<file path="src/design/lfps_pkg.sv">
`timescale 1ns / 1ps
// ----------------------------------------------------------------------------
// lfps_pkg
// Shared widths, register indexes, reset values, the sensor weight table and
// the stage payload types of the line-follow PID steering unit.
// ----------------------------------------------------------------------------
package lfps_pkg;

  // Field and datapath widths.
  localparam int CODE_W    = 3;
  localparam int BASE_W    = 8;
  localparam int GAIN_W    = 26;
  localparam int CENTER_W  = 11;
  localparam int TICKS_W   = 16;
  localparam int SPEED_W   = 8;
  localparam int ERR_W     = 11;
  localparam int DERIV_W   = 12;
  localparam int SUM_W     = 40;
  localparam int HALF_W    = SUM_W / 2;
  localparam int PP_W      = GAIN_W + HALF_W;
  localparam int IPROD_W   = GAIN_W + SUM_W;
  localparam int PTERM_W   = GAIN_W + 1 + ERR_W;
  localparam int DTERM_W   = GAIN_W + 1 + DERIV_W;
  localparam int ITERM_W   = 42;
  localparam int CORR_W    = 43;
  localparam int Q_W       = 44;
  localparam int FRAC_BITS = 24;
  localparam int WEIGHT_W  = 12;

  // Configuration port.
  localparam int CFG_IDX_W  = 3;
  localparam int CFG_DATA_W = GAIN_W;

  localparam logic [CFG_IDX_W-1:0] REG_NOMINAL_SPEED   = 3'd0;
  localparam logic [CFG_IDX_W-1:0] REG_GAIN_P          = 3'd1;
  localparam logic [CFG_IDX_W-1:0] REG_GAIN_I          = 3'd2;
  localparam logic [CFG_IDX_W-1:0] REG_GAIN_D          = 3'd3;
  localparam logic [CFG_IDX_W-1:0] REG_CENTER_POS      = 3'd4;
  localparam logic [CFG_IDX_W-1:0] REG_LOST_TURN_TICKS = 3'd5;

  // Register reset values.
  localparam logic signed [BASE_W-1:0] RST_NOMINAL_SPEED   = 8'sd50;
  localparam logic [GAIN_W-1:0]        RST_GAIN_P          = 26'd2013266;
  localparam logic [GAIN_W-1:0]        RST_GAIN_I          = 26'd117;
  localparam logic [GAIN_W-1:0]        RST_GAIN_D          = 26'd335544;
  localparam logic [CENTER_W-1:0]      RST_CENTER_POS      = 11'd1000;
  localparam logic [TICKS_W-1:0]       RST_LOST_TURN_TICKS = 16'd300;

  // Error limits and special values.
  localparam logic [CODE_W-1:0]         CODE_LOST = 3'd0;
  localparam logic signed [ERR_W-1:0]   LOST_NEG  = -11'sd1000;
  localparam logic signed [ERR_W-1:0]   LOST_POS  = 11'sd1000;
  localparam logic signed [ERR_W-1:0]   ERR_MAX   = 11'sd1023;
  localparam logic signed [ERR_W-1:0]   ERR_MIN   = -11'sd1024;
  localparam logic signed [SUM_W-1:0]   SUM_MAX   = {1'b0, {(SUM_W-1){1'b1}}};
  localparam logic signed [SUM_W-1:0]   SUM_MIN   = {1'b1, {(SUM_W-1){1'b0}}};
  localparam logic [IPROD_W-1:0]        ITERM_LIMIT = 66'd1 << 40;
  localparam logic signed [SPEED_W-1:0] SPEED_MAX = 8'sd100;
  localparam logic signed [SPEED_W-1:0] SPEED_MIN = -8'sd100;
  localparam logic [TICKS_W-1:0]        TICKS_TOP = '1;

  // Sensor code to line position weight.
  localparam logic signed [WEIGHT_W-1:0] WEIGHT_TAB [8] = '{
    -12'sd1, 12'sd2000, 12'sd1000, 12'sd1500, 12'sd0, -12'sd2, 12'sd500, 12'sd1000
  };

  // Configuration register set.
  typedef struct packed {
    logic signed [BASE_W-1:0] nominal_speed;
    logic [GAIN_W-1:0]        gain_p;
    logic [GAIN_W-1:0]        gain_i;
    logic [GAIN_W-1:0]        gain_d;
    logic [CENTER_W-1:0]      center_pos;
    logic [TICKS_W-1:0]       lost_turn_ticks;
  } cfg_t;

  // Error stage payload: error, derivative and integral magnitude.
  typedef struct packed {
    logic signed [ERR_W-1:0]   err;
    logic signed [DERIV_W-1:0] deriv;
    logic [SUM_W-1:0]          mag;
    logic                      neg;
    logic                      obst;
  } err_stg_t;

  // Multiplier stage payload.
  typedef struct packed {
    logic signed [PTERM_W-1:0] p_term;
    logic signed [DTERM_W-1:0] d_term;
    logic [PP_W-1:0]           pp_lo;
    logic [PP_W-1:0]           pp_hi;
    logic                      neg;
    logic                      obst;
  } mul_stg_t;

  // Integral stage payload.
  typedef struct packed {
    logic signed [CORR_W-1:0]  pd_sum;
    logic signed [ITERM_W-1:0] i_term;
    logic                      obst;
  } int_stg_t;

endpackage

</file>
<file path="src/design/lfps_mult.sv">
`timescale 1ns / 1ps
// ----------------------------------------------------------------------------
// lfps_mult
// Multiplier stage: proportional and derivative products, and the integral
// product as two partial products over the halves of its magnitude.
// ----------------------------------------------------------------------------
module lfps_mult import lfps_pkg::*; (
  input  logic     clk,
  input  logic     rst,
  input  cfg_t     cfg,
  input  logic     src_valid,
  input  err_stg_t src,
  output logic     src_ready,
  output logic     stg_valid,
  output mul_stg_t stg,
  input  logic     stg_ready
);

  mul_stg_t stg_next;

  assign src_ready = !stg_valid || stg_ready;

  // Four independent products, each no wider than 27 by 20 bits.
  always_comb begin
    stg_next.p_term = $signed({1'b0, cfg.gain_p}) * src.err;
    stg_next.d_term = $signed({1'b0, cfg.gain_d}) * src.deriv;
    stg_next.pp_lo  = cfg.gain_i * src.mag[HALF_W-1:0];
    stg_next.pp_hi  = cfg.gain_i * src.mag[SUM_W-1:HALF_W];
    stg_next.neg    = src.neg;
    stg_next.obst   = src.obst;
  end

  always_ff @(posedge clk) begin
    if (rst) begin
      stg_valid <= 1'b0;
    end else if (src_ready) begin
      stg_valid <= src_valid;
    end
  end

  always_ff @(posedge clk) begin
    if (src_ready && src_valid) begin
      stg <= stg_next;
    end
  end

endmodule

</file>
<file path="config.mk">
export PLATFORM = sky130hd
export DESIGN_NAME = lfps_mult
export DESIGN_NICKNAME = d
export VERILOG_FILES = /design/src/design/lfps_pkg.sv /design/src/design/lfps_mult.sv
export SDC_FILE = /design/constraint.sdc
export NUM_CORES = 2
export LEC_CHECK = 0
export BUFFER_PORTS_ARGS = -buffer_cell sky130_fd_sc_hd__buf_2
export CAP_MARGIN = 20
export CORE_AREA = 5 5 448 340
export DETAILED_ROUTE_END_ITERATION = 7
export DIE_AREA = 0 0 453 345
export SLEW_MARGIN = 10
export SYNTH_ARGS = -nofsm -noshare
export SYNTH_HDL_FRONTEND = slang
export SYNTH_SLANG_ARGS = --single-unit
export TNS_END_PERCENT = 1
</file>
<file path="constraint.sdc">
create_clock -name clk -period 9.9 [get_ports clk]
set_input_delay 1.485 -clock clk [delete_from_list [all_inputs] [get_ports clk]]
set_output_delay 1.485 -clock clk [all_outputs]
set_load 0.05 [all_outputs]
</file>
---- After elaboration in Yosys (flattened, before gate mapping) ----
Cells that the tools add are included.
word-level totals
  input port bits ......................... 182
  bits in registers ....................... 172
  word-level logic and storage cells ...... 14
operators by class
  reduce and logical (&&, ||, !) cells .... 3
  multipliers ............................. 4
operator list
  kind                          count
  multiplier 26 x 20 -> 46 bit  2
  multiplier 27 x 12 -> 39 bit  1
  multiplier 27 x 11 -> 38 bit  1
  logical AND 1 bit             1
  logical NOT 1 bit             1
  logical OR 1 bit              1

---- Depth between registers and ports, before layout ----
  depth after elaboration ................. 3
  depth in mapped cells ................... 26
  gate-level depth less buffers ........... 25

---- Worst setup path before layout ----
No wires, ideal clock.
  kind .................................... input-to-reg
  start point ............................. in src[13] (netlist bit)
  end point ............................... reg stg[90] (netlist bit) (data pin)
  library setup time ...................... 259 ps
  slack ................................... 2203 ps
  cell stages on the path ................. 24
  required time ........................... 9641 ps
  data arrival time ....................... 7438 ps
  cells stage by stage .................... clkbuf_1 clkbuf_1 nand2_1 fa_1 inv_1 fa_1 inv_1 fa_1 inv_1 fa_1 fa_1 fa_1 inv_1 fa_1 inv_1 ha_1 and3_1 o2bb2ai_1 a21o_1 a221oi_2 o41ai_2 a31o_1 a21oi_1 xnor2_1
RTL lines
  what                  line             text
  from (decl)           lfps_mult.sv:12  input err_stg_t src,
  to (signal assigned)  lfps_mult.sv:43  stg <= stg_next;
  to (decl)             lfps_mult.sv:15  output mul_stg_t stg,

==> flow_summary_export.csv <==
group,metric,value,unit
global_route,grt_max_degree,134,
synth,synth_cell_types,79,
route,finalWirelength,156,mm
cts,post-cts-setup-buffers,0,
synth,yosys.area.top_type,"fa_1",
cts,cts_tree,"yes",
synth,yosys.cell_count.top_type,"inv_1",
route,wl_per_cell,18.5,um
die,io_pins,355,
placed_design,dp_slack,0.788,ns
route,drc,0,
worst_setup_path,crit_type,"input pin to register",
cts,path_clk_slew,0.09,ns
sta,fin_crit_sh,87.5,%
global_route,grt_usage,20.7,%
synth,syn_area,0.0585,mm^2
layout,nets,8385,
synth,syn_avg_cell_area,9.25,um^2
cts,htree_levels,4,
worst_setup_path,worst_ep_arrival_time,8.95,ns
sta,fin_skew,0.00989,ns
die,die-height,345,um
sta,relSlewSlack,30.1,%
sta,period_needed,8.66,ns
layout,drive_above_1_share,6.84,%
sta,max_freq,115,MHz
global_route,first_global_vias,45180,
synth,synth_edf_count,171,
placed_design,dpl.hpwl,125,mm
synth,ys_seq_area_share,8.82,%
synth,yosysWarnings,0,
route,vias,42060,
synth,synth_area_leaders,"fa_1, ha_1, inv_1",
cts,numCtsBuffers,17,
cts,clock_latency,0.55,ns
worst_setup_path,r2r_slack,7.70,ns
placed_design,gp_congestion,0.885,
layout,utilization,42.1,%
run_status,status,"finished, final reports clean",
synth,async_flop_share,0,%
die,core_area,0.148,mm^2
worst_hold_path,min_path_type,"register to register",
die,dieArea,0.156,mm^2
die,die_x,453,um
die,rows,123,
sta,worst_pin_slew,1.05,ns
sta,setup_ws,1.24,ns
route,ant_nets,0,
die,start_util,39.5,%
sta,hold_viol_final,0,
sta,slew_violations,0,
sta,rsz0062_at_grt,"no",
global_route,overflow,0,
global_route,grt_first_pass_wirelength,254,mm
synth,synthFlopType,"edfxtp_1",
global_route,antenna_found_initial,20,
cts,clk_path_buf_depth,2,
cts,numClockSinks,172,
synth,yosys.area.top_type_share,45.0,%
route,vias_per_cell,5.01,
synth,ys_ff_latch,172,
sta,setup_viol,0,
route,dr.pass1.iters,5,
worst_setup_path,end_kind,"register",
placed_design,io_buffers,319,
cts,cts_hold_buf,0,
flow_run,cap_violations,0,
cts,cts_root_buf,"clkbuf_16",
worst_setup_path,required,10.19,ns
synth,ys_top_cells_by_count,"inv_1, fa_1, nand2_1",
layout,area_growth_syn_to_layout,6.64,%
synth,syn-num-nets,8329,
worst_setup_path,worstPathMaxFanout,34,
sta,fin_tns_setup,0,ns
worst_setup_path,cp-start-kind,"input pin",
route,drt_iter0_markers,2505,
synth,netlist_instances,6317,
cts,postCtsResizedCells,0,
[layer usage]
layer  track usage (%)  part of all wire, %  vias up
met5                 0               0.0083        -
met4              4.91                  2.1        2
met3              4.82                  7.7      140
met2              31.0                   44     1214
met1              30.3                   46    21851
li1                  -                    -    18853
[flip-flops by register name, indices dropped and copies added (netlist names)]
signal     cells
stg_valid      1
stg          171
[final timing paths]
kind	startpoint	cells after the start	endpoint
min	stg_valid	2	stg_valid
max	cfg[62]	24	stg[46]
max reg2reg	stg_valid	3	stg[58]
min reg2reg	stg_valid	2	stg_valid
[cells by family after synthesis]
family	after synthesis	share of synthesized area, %
adders and majority gates	1830	56.0
DFF	172	8.82
AOI/OAI and AO/OA	457	5.21
and+or+nand+nor	1960	16.5
buffers and inverters	1748	11.2
xor gates and xnor gates	150	2.25
[cell usage in the layout, fill, tap and decap left out, drive strengths merged, types with 5 or more instances in the layout]
cell	netlist	routed
a211oi	15	15
a21o	77	77
a21oi	149	149
a31o	5	5
a31oi	23	23
and2	700	700
and3	15	15
and4	7	7
buf	3	365
clkbuf	325	17
clkinv	0	7
diode	0	10
edfxtp	171	171
fa	1313	1313
ha	517	517
inv	1420	1427
nand2	978	978
nand2b	69	69
nand3	20	20
nand4	29	29
nor2	80	80
nor2b	22	22
nor3	16	16
nor4	6	6
o211ai	8	8
o21a	17	17
o21ai	86	86
o21bai	22	22
o31ai	13	13
or3	5	5
xnor2	99	99
xor2	51	51
[worst max-delay path: stages]
cell      delay (ns)
buf_2           0.73
and2_1          0.27
fa_1            0.44
fa_1            0.51
inv_1           0.05
fa_1            0.47
inv_1           0.05
fa_1            0.50
inv_1           0.05
fa_1            0.52
inv_1           0.05
fa_1            0.47
inv_1           0.05
fa_1            0.47
inv_1           0.04
ha_1            0.34
or3_1           0.37
o211ai_1        0.19
a211oi_2        0.20
o21ai_1         0.42
a21oi_1         0.30
o31ai_1         0.62
o31ai_2         0.14
xor2_1          0.18
[through the flow]
step / cell area [um^2] / cells / hold WS, ns
after floorplan: 58500 / 6317 / 1.11
after global placement: 61700 / 8354 / 0.496
after detailed placement: 61700 / 8354 / 0.514
after CTS: 62300 / 8386 / 0.532
after global routing: 62300 / 8391 / 0.570
final: 62300 / 8396 / 0.536
[layout make-up]
class	instances	area, um^2
diodes	10	25.0
clock buffers	17	425
clock inverters	15	208
fillers	14791	85700
inverters	1420	5330
multi-input cells	4397	46700
flip-flops and latches	172	5150
well taps	2000	2500
repair buffers	365	1950
Power is left out: the tool's default activity adds up to more than one toggle a clock period on the data nets, which glitch-free logic cannot reach.
