$ cat config.mk
export PLATFORM = sky130hd
export DESIGN_NAME = lfps_cfg
export DESIGN_NICKNAME = d
export VERILOG_FILES = /design/src/design/lfps_pkg.sv /design/src/design/lfps_cfg.sv
export SDC_FILE = /design/constraint.sdc
export NUM_CORES = 1
export LEC_CHECK = 0
export ABC_AREA = 1
export BUFFER_PORTS_ARGS = -buffer_cell sky130_fd_sc_hd__buf_2
export CORE_ASPECT_RATIO = 0.75
export CORE_MARGIN = 3
export CORE_UTILIZATION = 41
export CTS_CLUSTER_SIZE = 10
export DETAILED_ROUTE_END_ITERATION = 16
export MAX_ROUTING_LAYER = met4
export PLACE_DENSITY = 0.77
export RECOVER_POWER = 100
export REMOVE_ABC_BUFFERS = 1
export SYNTH_ARGS = -nofsm -noshare
export SYNTH_HDL_FRONTEND = slang
export SYNTH_SLANG_ARGS = --single-unit
$ cat constraint.sdc
create_clock -name clk -period 1.2 [get_ports clk]
set_clock_uncertainty 0.15 [all_clocks]
set_input_delay 0.12 -clock clk [delete_from_list [all_inputs] [get_ports clk]]
set_output_delay 0.12 -clock clk [all_outputs]
set_load 0.01 [all_outputs]
$ cat src/design/lfps_pkg.sv
`timescale 1ns / 1ps
// ----------------------------------------------------------------------------
// lfps_pkg
// Shared widths, register indexes, reset values, the sensor weight table and
// the stage payload types of the line-follow PID steering unit.
// ----------------------------------------------------------------------------
package lfps_pkg;

  // Field and datapath widths.
  localparam int CODE_W    = 3;
  localparam int BASE_W    = 8;
  localparam int GAIN_W    = 26;
  localparam int CENTER_W  = 11;
  localparam int TICKS_W   = 16;
  localparam int SPEED_W   = 8;
  localparam int ERR_W     = 11;
  localparam int DERIV_W   = 12;
  localparam int SUM_W     = 40;
  localparam int HALF_W    = SUM_W / 2;
  localparam int PP_W      = GAIN_W + HALF_W;
  localparam int IPROD_W   = GAIN_W + SUM_W;
  localparam int PTERM_W   = GAIN_W + 1 + ERR_W;
  localparam int DTERM_W   = GAIN_W + 1 + DERIV_W;
  localparam int ITERM_W   = 42;
  localparam int CORR_W    = 43;
  localparam int Q_W       = 44;
  localparam int FRAC_BITS = 24;
  localparam int WEIGHT_W  = 12;

  // Configuration port.
  localparam int CFG_IDX_W  = 3;
  localparam int CFG_DATA_W = GAIN_W;

  localparam logic [CFG_IDX_W-1:0] REG_NOMINAL_SPEED   = 3'd0;
  localparam logic [CFG_IDX_W-1:0] REG_GAIN_P          = 3'd1;
  localparam logic [CFG_IDX_W-1:0] REG_GAIN_I          = 3'd2;
  localparam logic [CFG_IDX_W-1:0] REG_GAIN_D          = 3'd3;
  localparam logic [CFG_IDX_W-1:0] REG_CENTER_POS      = 3'd4;
  localparam logic [CFG_IDX_W-1:0] REG_LOST_TURN_TICKS = 3'd5;

  // Register reset values.
  localparam logic signed [BASE_W-1:0] RST_NOMINAL_SPEED   = 8'sd50;
  localparam logic [GAIN_W-1:0]        RST_GAIN_P          = 26'd2013266;
  localparam logic [GAIN_W-1:0]        RST_GAIN_I          = 26'd117;
  localparam logic [GAIN_W-1:0]        RST_GAIN_D          = 26'd335544;
  localparam logic [CENTER_W-1:0]      RST_CENTER_POS      = 11'd1000;
  localparam logic [TICKS_W-1:0]       RST_LOST_TURN_TICKS = 16'd300;

  // Error limits and special values.
  localparam logic [CODE_W-1:0]         CODE_LOST = 3'd0;
  localparam logic signed [ERR_W-1:0]   LOST_NEG  = -11'sd1000;
  localparam logic signed [ERR_W-1:0]   LOST_POS  = 11'sd1000;
  localparam logic signed [ERR_W-1:0]   ERR_MAX   = 11'sd1023;
  localparam logic signed [ERR_W-1:0]   ERR_MIN   = -11'sd1024;
  localparam logic signed [SUM_W-1:0]   SUM_MAX   = {1'b0, {(SUM_W-1){1'b1}}};
  localparam logic signed [SUM_W-1:0]   SUM_MIN   = {1'b1, {(SUM_W-1){1'b0}}};
  localparam logic [IPROD_W-1:0]        ITERM_LIMIT = 66'd1 << 40;
  localparam logic signed [SPEED_W-1:0] SPEED_MAX = 8'sd100;
  localparam logic signed [SPEED_W-1:0] SPEED_MIN = -8'sd100;
  localparam logic [TICKS_W-1:0]        TICKS_TOP = '1;

  // Sensor code to line position weight.
  localparam logic signed [WEIGHT_W-1:0] WEIGHT_TAB [8] = '{
    -12'sd1, 12'sd2000, 12'sd1000, 12'sd1500, 12'sd0, -12'sd2, 12'sd500, 12'sd1000
  };

  // Configuration register set.
  typedef struct packed {
    logic signed [BASE_W-1:0] nominal_speed;
    logic [GAIN_W-1:0]        gain_p;
    logic [GAIN_W-1:0]        gain_i;
    logic [GAIN_W-1:0]        gain_d;
    logic [CENTER_W-1:0]      center_pos;
    logic [TICKS_W-1:0]       lost_turn_ticks;
  } cfg_t;

  // Error stage payload: error, derivative and integral magnitude.
  typedef struct packed {
    logic signed [ERR_W-1:0]   err;
    logic signed [DERIV_W-1:0] deriv;
    logic [SUM_W-1:0]          mag;
    logic                      neg;
    logic                      obst;
  } err_stg_t;

  // Multiplier stage payload.
  typedef struct packed {
    logic signed [PTERM_W-1:0] p_term;
    logic signed [DTERM_W-1:0] d_term;
    logic [PP_W-1:0]           pp_lo;
    logic [PP_W-1:0]           pp_hi;
    logic                      neg;
    logic                      obst;
  } mul_stg_t;

  // Integral stage payload.
  typedef struct packed {
    logic signed [CORR_W-1:0]  pd_sum;
    logic signed [ITERM_W-1:0] i_term;
    logic                      obst;
  } int_stg_t;

endpackage

$ cat src/design/lfps_cfg.sv
`timescale 1ns / 1ps
// ----------------------------------------------------------------------------
// lfps_cfg
// Configuration register file written through a plain write port.
// ----------------------------------------------------------------------------
module lfps_cfg import lfps_pkg::*; (
  input  logic                  clk,
  input  logic                  rst,
  input  logic                  wr_en,
  input  logic [CFG_IDX_W-1:0]  wr_index,
  input  logic [CFG_DATA_W-1:0] wr_data,
  output cfg_t                  cfg
);

  // Registers load on a write to their index; other indexes are ignored.
  always_ff @(posedge clk) begin
    if (rst) begin
      cfg.nominal_speed   <= RST_NOMINAL_SPEED;
      cfg.gain_p          <= RST_GAIN_P;
      cfg.gain_i          <= RST_GAIN_I;
      cfg.gain_d          <= RST_GAIN_D;
      cfg.center_pos      <= RST_CENTER_POS;
      cfg.lost_turn_ticks <= RST_LOST_TURN_TICKS;
    end else if (wr_en) begin
      case (wr_index)
        REG_NOMINAL_SPEED:   cfg.nominal_speed   <= $signed(wr_data[BASE_W-1:0]);
        REG_GAIN_P:          cfg.gain_p          <= wr_data;
        REG_GAIN_I:          cfg.gain_i          <= wr_data;
        REG_GAIN_D:          cfg.gain_d          <= wr_data;
        REG_CENTER_POS:      cfg.center_pos      <= wr_data[CENTER_W-1:0];
        REG_LOST_TURN_TICKS: cfg.lost_turn_ticks <= wr_data[TICKS_W-1:0];
        default: ;
      endcase
    end
  end

endmodule

## Word-level counts from Yosys, hierarchy flattened

Index checks and enable logic that the tools add are counted.

| storage, ports and cells | value |
|---|---|
| flip-flop bits (word level) | 113 |
| input port bits | 32 |
| output and inout port bits | 113 |
| word-level logic and storage cells | 18 |

| operators by class | value |
|---|---|
| equal/unequal tests | 5 |
| reductions and logical operators | 7 |

Operators with widths:

| kind | number |
|---|---|
| 2-bit AND reduction | 6 |
| 3-bit by 2-bit == test with 1-bit output (second input constant) | 2 |
| 3-bit == test (second input constant) | 2 |
| 3-bit by 1-bit == test with 1-bit output (second input constant) | 1 |
| 3-bit zero test | 1 |

## Logic depth before layout (Yosys ltp)

Gate-level depths: netlist of the first run.

| logic depth | value |
|---|---|
| depth after elaboration | 2 |
| mapped depth | 7 |
| mapped depth without buffers | 5 |

## Worst setup path after synthesis of the first run

Ideal clock, no wire load.

| path | value |
|---|---|
| path type | input to register |
| start point | input port wr_index[2] |
| end point | register cfg[67] (netlist name) |
| setup time | 64 ps |
| arrival | 823 ps |
| required time | 986 ps |
| slack | 163 ps |
| stages | 6 |
| path buffers | 1 |
| cell sequence | inv_1 nand2_2 nor2_2 buf_6 nor2_1 nor2_1 |

| on the way | value |
|---|---|
| longest elaborated chain between the ends | 2 |

Ends and longest elaborated chain:

| item | RTL line | RTL |
|---|---|---|
| start: declaration | lfps_cfg.sv:10 | `input logic [CFG_IDX_W-1:0] wr_index,` |
| 3-bit by 2-bit == test with 1-bit output | lfps_cfg.sv:25 | `case (wr_index)` |
| 2-bit AND reduction (no line) | n/a |  |
| end: declaration | lfps_cfg.sv:12 | `output cfg_t cfg` |

No other way between the ends.
A chain may end at the register's enable or synchronous reset.

## Worst setup path after layout of the first run

| path | value |
|---|---|
| start point | register cfg[109] (netlist name) |
| end point | output port cfg[109] (netlist name) |

No word-level cell between the ends.

==> key figures, run 1 <==
Critical path
  • Critical path startpoint category: flip-flop
  • Slowest stage delay, CP: 0.36 ns
  • Worst path top cell family by delay: flip-flops
  • List of cells traversed by the critical path: clkbuf_2
  • Maximum fanout encountered on the critical timing path: 2
  • Category of the critical setup timing path: flip-flop to output port
  • CP Capture Type: output port
  • Buffer and inverter count on the worst path: 1
  • Endpoint required time on the critical path: 0.93 ns
  • Data arrival, critical path: 0.91 ns
  • Critical path's slowest cell: dfxtp_1

Final layout
  • Registers with the highest flip-flop counts: cfg: 113 flops
  • Flip-flop count of the largest register, all copies and words added: 113
  • Fill cells: 1,020
  • Biggest register: cfg
  • Commonest cells after routing, fill and taps aside: nand2_1, nor2_1, nand3_1, dfxtp_1, clkbuf_2
  • Fraction of layout instances using a drive strength above 1: 0.226
  • Count of inserted antenna diode cells: 0
  • Most common cell after layout, fill and taps aside: nand2_1
  • Area delta synth->final: 41.4%
  • # nets final: 836
  • Post-layout util: 0.598

Timing
  • # setup viols final: 0
  • Fmax: 0.847 GHz
  • Worst Hold Margin: 0.0554 ns
  • Total Neg Setup Slack: 0 ns
  • Tcrit/Tclk final: 0.983
  • Tightest Pin Transition: 0.556 ns
  • Final Worst Setup Slack: 0.0199 ns
  • Shortest clock period the worst path allows after layout: 1.18 ns
  • Setup repair after global routing missed its margin: false
  • Final hold vios: 0
  • Slew Limit Fails: 0
  • Normalized max-slew margin: 0.628

Die
  • Die Y-Extent: 95.6 um
  • Floorplan die area: 12,000 sq um
  • Placement Rows: 32
  • Chip Width: 125 um
  • Number of placed I/O pins: 145
  • Starting density of the core: 0.423
  • Placeable core area: 10,400 sq um

Place
  • Routability cong.: 0.863
  • Final HPWL from detailed placement: 9140 um
  • Worst slack after detailed placement: -0.115 ns
  • Port Buf Inserts: 144

Global route
  • Largest net degree at the start of global routing: 61
  • Vias in the first global route: 4,246
  • Initial antenna violation count: 0
  • Total global-route track usage: 0.228
  • Global-route wire length before repair: 21,000 um
  • Aggregate global routing overflow: 0

Route
  • Per-cell via count in the routed design: 4.66
  • # DRC: 0
  • Initial drt markers: 245
  • Wirelength, routed: 13,100 um
  • Drt wl/cell: 13.8 um
  • Number of iterations in the first detailed-routing pass: 4
  • DRT antenna net count: 0
  • Via count of the routed design: 4,440

Synthesis
  • Mean instance size in the synthesized netlist: 7.12 sq um
  • Biggest area contributors in the synthesized netlist: dfxtp_1, nand2_1, nor2_1
  • Number of standard cells after synthesis: 616
  • Area of the mapped netlist: 4380 sq um
  • Number of storage elements in the synthesis netlist: 113
  • Number of warnings issued by yosys: 0
  • Part of the Yosys area used for sequential elements: 0.516
  • Yosys top cell area share: 0.516
  • Number of distinct library cells after synthesis: 15
  • Area leader, netlist: dfxtp_1

CTS
  • CTS tree: yes
  • Deepest level of the CTS H-tree: 4
  • Clk pin slew, worst setup/hold paths: 0.05 ns
  • Clock root buffer master: clkbuf_16
  • Later-pin clock latency in the skew report: 0.40 ns
  • CTS buffer count: 17
  • Clock Tree Buf Depth: 2
  • TritonCTS sink count: 113

Run status
  • Result of the run: finished, final reports clean

Power and ir drop
  • Reported leakage power: 3.05 nW
  • Pwr dens: 1580 nW/um^2
  • Worst ir drop on vdd: 971 uV

Flow run
  • Max-cap violations: 0

Hold path
  • Worst min-delay path category: primary input to flip-flop
area by class of cell:
class                   count  area [sq um]  share of cell area
multi-input cells         435          1800               0.291
flip-flops and latches    113          2260               0.365
repair buffers            204          1260               0.203
inverters                  33           125              0.0202
well taps                 136           170              0.0275
clock inverters             5          75.1              0.0121
clock buffers              27           503              0.0811
metrics by stage:
stage | total power, mW | cells | cell area (sq um)
finish | 9.79 | 953 | 6200
global route | 10.2 | 953 | 6200
CTS | 9.88 | 953 | 6260
detailed placement | 4.93 | 895 | 5430
global placement | 4.92 | 895 | 5430
floorplan | 4.51 | 581 | 4190
power breakdown:
group	switching, mW	leakage (nW)	internal, mW
Clock	1.61	0.285	3.26
Combinational	0.563	1.85	0.380
Sequential	0.0727	0.921	3.89
cell families after synthesis:
| kind of cell | share of synthesized area |
|---|---|
| buffers and inverters | 0.0719 |
| flip-flops | 0.516 |
| AND/OR/NAND/NOR | 0.412 |
layer usage:
layer / share of wire / global-route usage
met5: 0 / -
met4: 0.017 / 0.0930
met3: 0.058 / 0.0532
met2: 0.47 / 0.365
met1: 0.46 / 0.281
Yosys cell counts:
cell type and n:
nor2_2 2, nand2_1 162, nor2_1 153, nand3_1 113
inv_2 2, dfxtp_1 113, buf_4 7, clkbuf_1 6
nand2_2 2, clkinv_1 2, buf_2 15, buf_1 5
inv_1 29, nor2_4 3, buf_6 2
final timing paths:
check	from	endpoint	slack, ns	depth (start not counted)
worst min-delay path	wr_index[1]	cfg[8]$_SDFFE_PP1P_	0.06	5
worst min register to register	cfg[3]$_SDFFE_PP1P_	cfg[3]$_SDFFE_PP1P_	0.30	2
worst max register to register	cfg[81]$_SDFFE_PP0P_	cfg[81]$_SDFFE_PP0P_	0.44	2
worst max-delay path	cfg[109]$_SDFFE_PP1P_	cfg[109]	0.02	1
repair_timing:
| item | CTS | global route |
|---|---|---|
| hold buffers | 26 | 0 |
| endpoints found under the hold margin | 98 | 0 |
| buffers inserted | 0 | 0 |
| resized for setup | 0 | 2 |
| endpoints found under the setup margin | 0 | 2 |
No activity file was read; power rests on OpenSTA's default activity.
==> inputs of run 2 (changes only) <==
- RECOVER_POWER: 100 -> 50
==> run 2 against run 1 <==
  * Combinational power rose by 0.4%
  * Clock power barely moved
  * Critical path type unchanged
  * Critical endpoint unchanged
  * Non-clock buffer count unchanged
  * Sequential power hardly changed
  * Highest routed layer unchanged
  * Worst setup slack better by 0.0040 ns
  * Global-route usage is the same
  * Power hardly changed
  * Register-to-register slack hardly changed
==> key figures, run 2 (synthesis gave the netlist of run 1 again) <==
Final layout
  • Biggest register: cfg
  • Commonest cells after routing, fill and taps aside: nand2_1, nor2_1, buf_2, nand3_1, dfxtp_1
  • Cell area after layout: 6220 sq um
  • Most common cell after layout, fill and taps aside: nand2_1
  • Flip-flop count of the largest register, all copies and words added: 113
  • Count of inserted antenna diode cells: 0
  • Non-Filler Instances: 953
  • Post-layout util: 0.600
  • # nets final: 836
  • Fraction of layout instances using a drive strength above 1: 0.245
  • Registers with the highest flip-flop counts: cfg: 113 flops
  • Fill cells: 1,007
  • Area delta synth->final: 41.8%

CTS
  • CTS buffer count: 17
  • CTS tree: yes
  • Clock Tree Buf Depth: 2
  • Deepest level of the CTS H-tree: 4
  • Clk pin slew, worst setup/hold paths: 0.05 ns
  • Clock root buffer master: clkbuf_16
  • TritonCTS sink count: 113
  • Later-pin clock latency in the skew report: 0.40 ns
  • Post-CTS setup repair buffer count: 0

Critical path
  • Slowest stage delay, CP: 0.36 ns
  • Worst r2r path cells: 2
  • Data arrival, critical path: 0.91 ns
  • Category of the critical setup timing path: flip-flop to output port
  • List of cells traversed by the critical path: buf_2
  • Capture point of the worst reg-to-reg path: cfg[81]$_SDFFE_PP0P_
  • Setup slack of the worst register-to-register path: 0.45 ns
  • CP Capture Type: output port
  • Maximum fanout encountered on the critical timing path: 2
  • Critical path's slowest cell: dfxtp_1
  • Source of the worst register-to-register timing path: cfg[81]$_SDFFE_PP0P_
  • Critical path startpoint category: flip-flop
  • Buffer and inverter count on the worst path: 1
  • Worst path top cell family by delay: flip-flops
  • Endpoint required time on the critical path: 0.93 ns

Global route
  • Global-route wire length before repair: 21,000 um
  • Total global-route track usage: 0.228
  • Vias in the first global route: 4,246
  • Largest net degree at the start of global routing: 61
  • Initial antenna violation count: 0
  • Aggregate global routing overflow: 0

Die
  • Placeable core area: 10,400 sq um
  • Placement Rows: 32
  • Number of placed I/O pins: 145
  • Starting density of the core: 0.423
  • Chip Width: 125 um
  • Die Y-Extent: 95.6 um
  • Floorplan die area: 12,000 sq um

Route
  • # DRC: 0
  • DRT antenna net count: 0
  • Via count of the routed design: 4,453
  • Drt wl/cell: 13.7 um
  • Initial drt markers: 250
  • Number of iterations in the first detailed-routing pass: 4
  • Wirelength, routed: 13,100 um
  • Per-cell via count in the routed design: 4.67

Place
  • Routability cong.: 0.863
  • # placed instances: 895
  • Port Buf Inserts: 144
  • Final HPWL from detailed placement: 9140 um
  • Cell area reported after detailed placement: 5430 sq um

Timing
  • Tcrit/Tclk final: 0.980
  • Setup repair after global routing missed its margin: false
  • Final hold vios: 0
  • # setup viols final: 0
  • Tightest Pin Transition: 0.556 ns
  • Fmax: 0.850 GHz
  • Shortest clock period the worst path allows after layout: 1.18 ns
  • Normalized max-slew margin: 0.628
  • Slew Limit Fails: 0

Flow run
  • Max-cap violations: 0

Power and ir drop
  • Worst ir drop on vdd: 970 uV
  • Pwr dens: 1570 nW/um^2
  • Reported leakage power: 3.10 nW

Hold path
  • Sink of the worst hold path: cfg[8]$_SDFFE_PP1P_
  • Launch point of the worst hold path: wr_index[1]
  • Worst min-delay path category: primary input to flip-flop
  • Cell count of the worst hold path: 5

Run status
  • Result of the run: finished, final reports clean
run 2: cell count changes in the layout (fill, tap and decap cells not counted):
cell / previous run / this run
buf_2: 35 / 131
clkbuf_1: 36 / 21
clkbuf_2: 86 / 5
run 2: area by class of cell:
class	instances	area (sq um)	area share
inverter	33	125	0.0201
tap	136	170	0.0274
multi-input combinational	435	1800	0.290
clock buffer	27	503	0.0809
sequential	113	2260	0.364
clock inverter	5	75.1	0.0121
timing repair buffer	204	1280	0.206
run 2: repair_timing:
action                     in CTS  in global routing
gates resized for setup         0                  2
hold endpoints to repair       98                  0
setup endpoints to repair       0                  2
hold buffers                   26                  0
run 2: power breakdown:
part / switching [mW] / leakage (nW) / internal, mW
sequential: 0.0689 / 0.921 / 3.89
clock: 1.60 / 0.285 / 3.26
combinational: 0.560 / 1.89 / 0.386
run 2: how the worst max path moves through the flow:
stage / startpoint / endpoint / slack (ns) / depth (start not counted)
3_3_place_gp: wr_index[0] / cfg[76]$_SDFFE_PP0P_ / -0.08 / 7
6_report: cfg[109]$_SDFFE_PP1P_ / cfg[109] / 0.02 / 1
2_1_floorplan: rst / cfg[0]$_SDFFE_PP0P_ / -1.12 / 3
5_1_grt: cfg[107]$_SDFFE_PP0P_ / cfg[107] / 0.0005 / 1
4_1_cts: cfg[111]$_SDFFE_PP0P_ / cfg[111] / 0.003 / 1
3_5_place_dp: wr_index[0] / cfg[74]$_SDFFE_PP0P_ / -0.11 / 7
run 2: through the flow:
stage	hold WS (ns)	total power [mW]	worst slack [ns]	setup TNS (ns)
after floorplan	0.0832	4.51	-1.12	-126.38
after global placement	0.192	4.92	-0.0844	-2.43
after detailed placement	0.195	4.93	-0.115	-3.83
after CTS	0.0470	9.88	0.00265	0
after global routing	0.0912	10.2	0.000511	0
final	0.0578	9.78	0.0238	0
run 2: metal layers:
layer	track usage	part of all wire
met1	0.281	0.45
met2	0.365	0.47
met3	0.0532	0.064
met4	0.0930	0.018
met5	-	0
==> inputs of run 3 (changes only) <==
- CTS_BUF_LIST: unset -> sky130_fd_sc_hd__clkbuf_4 sky130_fd_sc_hd__clkbuf_8
==> run 3 against run 2 <==
  * Worst setup slack improved by 0.017 ns
  * Via count increased by 0.70%
  * Non-clock buffer count is 3 higher
  * Final area grew 4.1%
  * Clock-buffer cell count unchanged
  * Maximum frequency increased by 1.5%
  * Sequential share of layout area up 0.61 points
  * Clock power is 25% lower
==> key figures, run 3 (synthesis gave the netlist of run 1 again) <==
Critical path
  • Capture point of the worst reg-to-reg path: cfg[59]$_SDFFE_PP1P_
  • Setup slack of the worst register-to-register path: 0.36 ns
  • Critical Path Start: cfg[22]$_SDFFE_PP1P_
  • CP Capture Type: output port
  • Levels on crit path: 1
  • Data arrival, critical path: 0.89 ns
  • Worst path top cell family by delay: flip-flops
  • Source of the worst register-to-register timing path: cfg[59]$_SDFFE_PP1P_
  • Worst r2r path cells: 3
  • Termination of the worst setup path: cfg[22]
  • Maximum fanout encountered on the critical timing path: 2
  • Buffer and inverter count on the worst path: 1
  • Endpoint required time on the critical path: 0.93 ns
  • Critical path's slowest cell: dfxtp_2
  • Critical path startpoint category: flip-flop
  • Slowest stage delay, CP: 0.34 ns
  • Category of the critical setup timing path: flip-flop to output port
  • List of cells traversed by the critical path: buf_2

Route
  • DRT antenna net count: 0
  • Initial drt markers: 361
  • Number of iterations in the first detailed-routing pass: 4
  • # DRC: 0
  • Drt wl/cell: 14.2 um
  • Per-cell via count in the routed design: 4.69
  • Wirelength, routed: 13,600 um
  • Via count of the routed design: 4,484

Die
  • Starting density of the core: 0.423
  • Placement Rows: 32
  • Die Y-Extent: 95.6 um
  • Number of placed I/O pins: 145
  • Placeable core area: 10,400 sq um
  • Floorplan die area: 12,000 sq um
  • Chip Width: 125 um

Global route
  • Vias in the first global route: 4,166
  • Aggregate global routing overflow: 0
  • Total global-route track usage: 0.228
  • Largest net degree at the start of global routing: 61
  • Initial antenna violation count: 0
  • Global-route wire length before repair: 21,000 um

Power and ir drop
  • Internal Power: 6.55 mW
  • Pwr dens: 1340 nW/um^2
  • Worst ir drop on vdd: 920 uV
  • P_sw: 2.11 mW
  • Combinational share of power: 0.117
  • Switching share of total power: 0.243
  • Proportion of power drawn by flip-flops and latches: 0.461
  • Fraction of power consumed by the clock network: 0.422
  • Reported leakage power: 3.12 nW

CTS
  • Clock root buffer master: clkbuf_8
  • Later-pin clock latency in the skew report: 0.42 ns
  • CTS tree: yes
  • TritonCTS sink count: 113
  • Clk pin slew, worst setup/hold paths: 0.07 ns
  • Clock Tree Buf Depth: 2
  • Deepest level of the CTS H-tree: 4
  • CTS buffer count: 17

Flow run
  • Max-cap violations: 0

Hold path
  • Launch point of the worst hold path: wr_index[1]
  • Worst min-delay path category: primary input to flip-flop

Final layout
  • Commonest cells after routing, fill and taps aside: nand2_1, nor2_1, nand3_1, dfxtp_2, buf_2
  • Count of inserted antenna diode cells: 0
  • # nets final: 839
  • Most common cell after layout, fill and taps aside: nand2_1
  • Flip-flop count of the largest register, all copies and words added: 113
  • Fraction of layout instances using a drive strength above 1: 0.383
  • Registers with the highest flip-flop counts: cfg: 113 flops
  • Post-layout util: 0.624
  • Biggest register: cfg
  • Area delta synth->final: 47.6%

Place
  • Worst slack after detailed placement: -0.115 ns
  • Port Buf Inserts: 144
  • Final HPWL from detailed placement: 9140 um
  • Routability cong.: 0.863

Timing
  • Shortest clock period the worst path allows after layout: 1.16 ns
  • Worst Hold Margin: 0.0269 ns
  • Slew Limit Fails: 0
  • Final Worst Setup Slack: 0.0410 ns
  • Total Neg Setup Slack: 0 ns
  • Normalized max-slew margin: 0.640
  • Tcrit/Tclk final: 0.966
  • Final hold vios: 0
  • Fmax: 0.863 GHz
  • Tightest Pin Transition: 0.538 ns
  • # setup viols final: 0

Run status
  • Result of the run: finished, final reports clean
run 3: changes by cell type in the layout (fill, tap and decap cells not counted), moves of 2 or more:
| cell | change |
|---|---|
| dfxtp_1 | -106 |
| dfxtp_2 | +106 |
| buf_2 | -46 |
| buf_6 | +43 |
| clkbuf_16 | -17 |
| clkbuf_8 | +17 |
| buf_4 | +7 |
| clkbuf_1 | -4 |
| clkbuf_4 | +4 |
| nor2_4 | +2 |
run 3: power groups by stage:
stage	registers (mW)	clock network (mW)	logic [mW]
after floorplan	4.09	0	0.416
after global placement	4.03	0	0.893
after detailed placement	4.03	0	0.900
after CTS	3.96	3.71	0.967
after global routing	4.00	3.91	1.13
final	3.99	3.65	1.02
run 3: how the worst min path moves through the flow:
stage                     depth (start not counted)  slack (ns)                     to
after floorplan                                   2        0.08  cfg[106]$_SDFFE_PP1P_
after global placement                            3        0.19   cfg[98]$_SDFFE_PP1P_
after detailed placement                          3        0.19   cfg[99]$_SDFFE_PP1P_
after CTS                                         5        0.01    cfg[8]$_SDFFE_PP1P_
after global routing                              5        0.04    cfg[8]$_SDFFE_PP1P_
final                                             5        0.03    cfg[8]$_SDFFE_PP1P_
run 3: final cells by class:
class	count	area [sq um]
Sequential cell	113	2400
Fill cell	950	3900
Clock buffer	27	334
Clock inverter	5	75.1
Timing Repair Buffer	207	1560
Tap cell	136	170
Multi-Input combinational cell	435	1810
Inverter	33	125
run 3: timing repair:
action | 4_1_cts | 5_1_grt
setup endpoints to repair | 9 | 106
setup buffers | 0 | 3
hold endpoints to repair | 112 | 0
hold buffers | 26 | 0
resized for setup | 9 | 146
run 3: through the flow:
step / cell area [sq um] / total power [mW] / std cells
floorplan: 4190 / 4.51 / 581
global placement: 5430 / 4.92 / 895
detailed placement: 5430 / 4.93 / 895
CTS: 6110 / 8.63 / 953
global route: 6470 / 9.04 / 956
finish: 6470 / 8.66 / 956
run 3: layer usage:
layer / track usage / wire length [um] / up-vias
met2: 0.358 / 6410 / 149
li1: - / - / 2298
met3: 0.0666 / 839 / 17
met4: 0.0767 / 214 / 0
met5: - / 0 / -
met1: 0.286 / 6130 / 2020
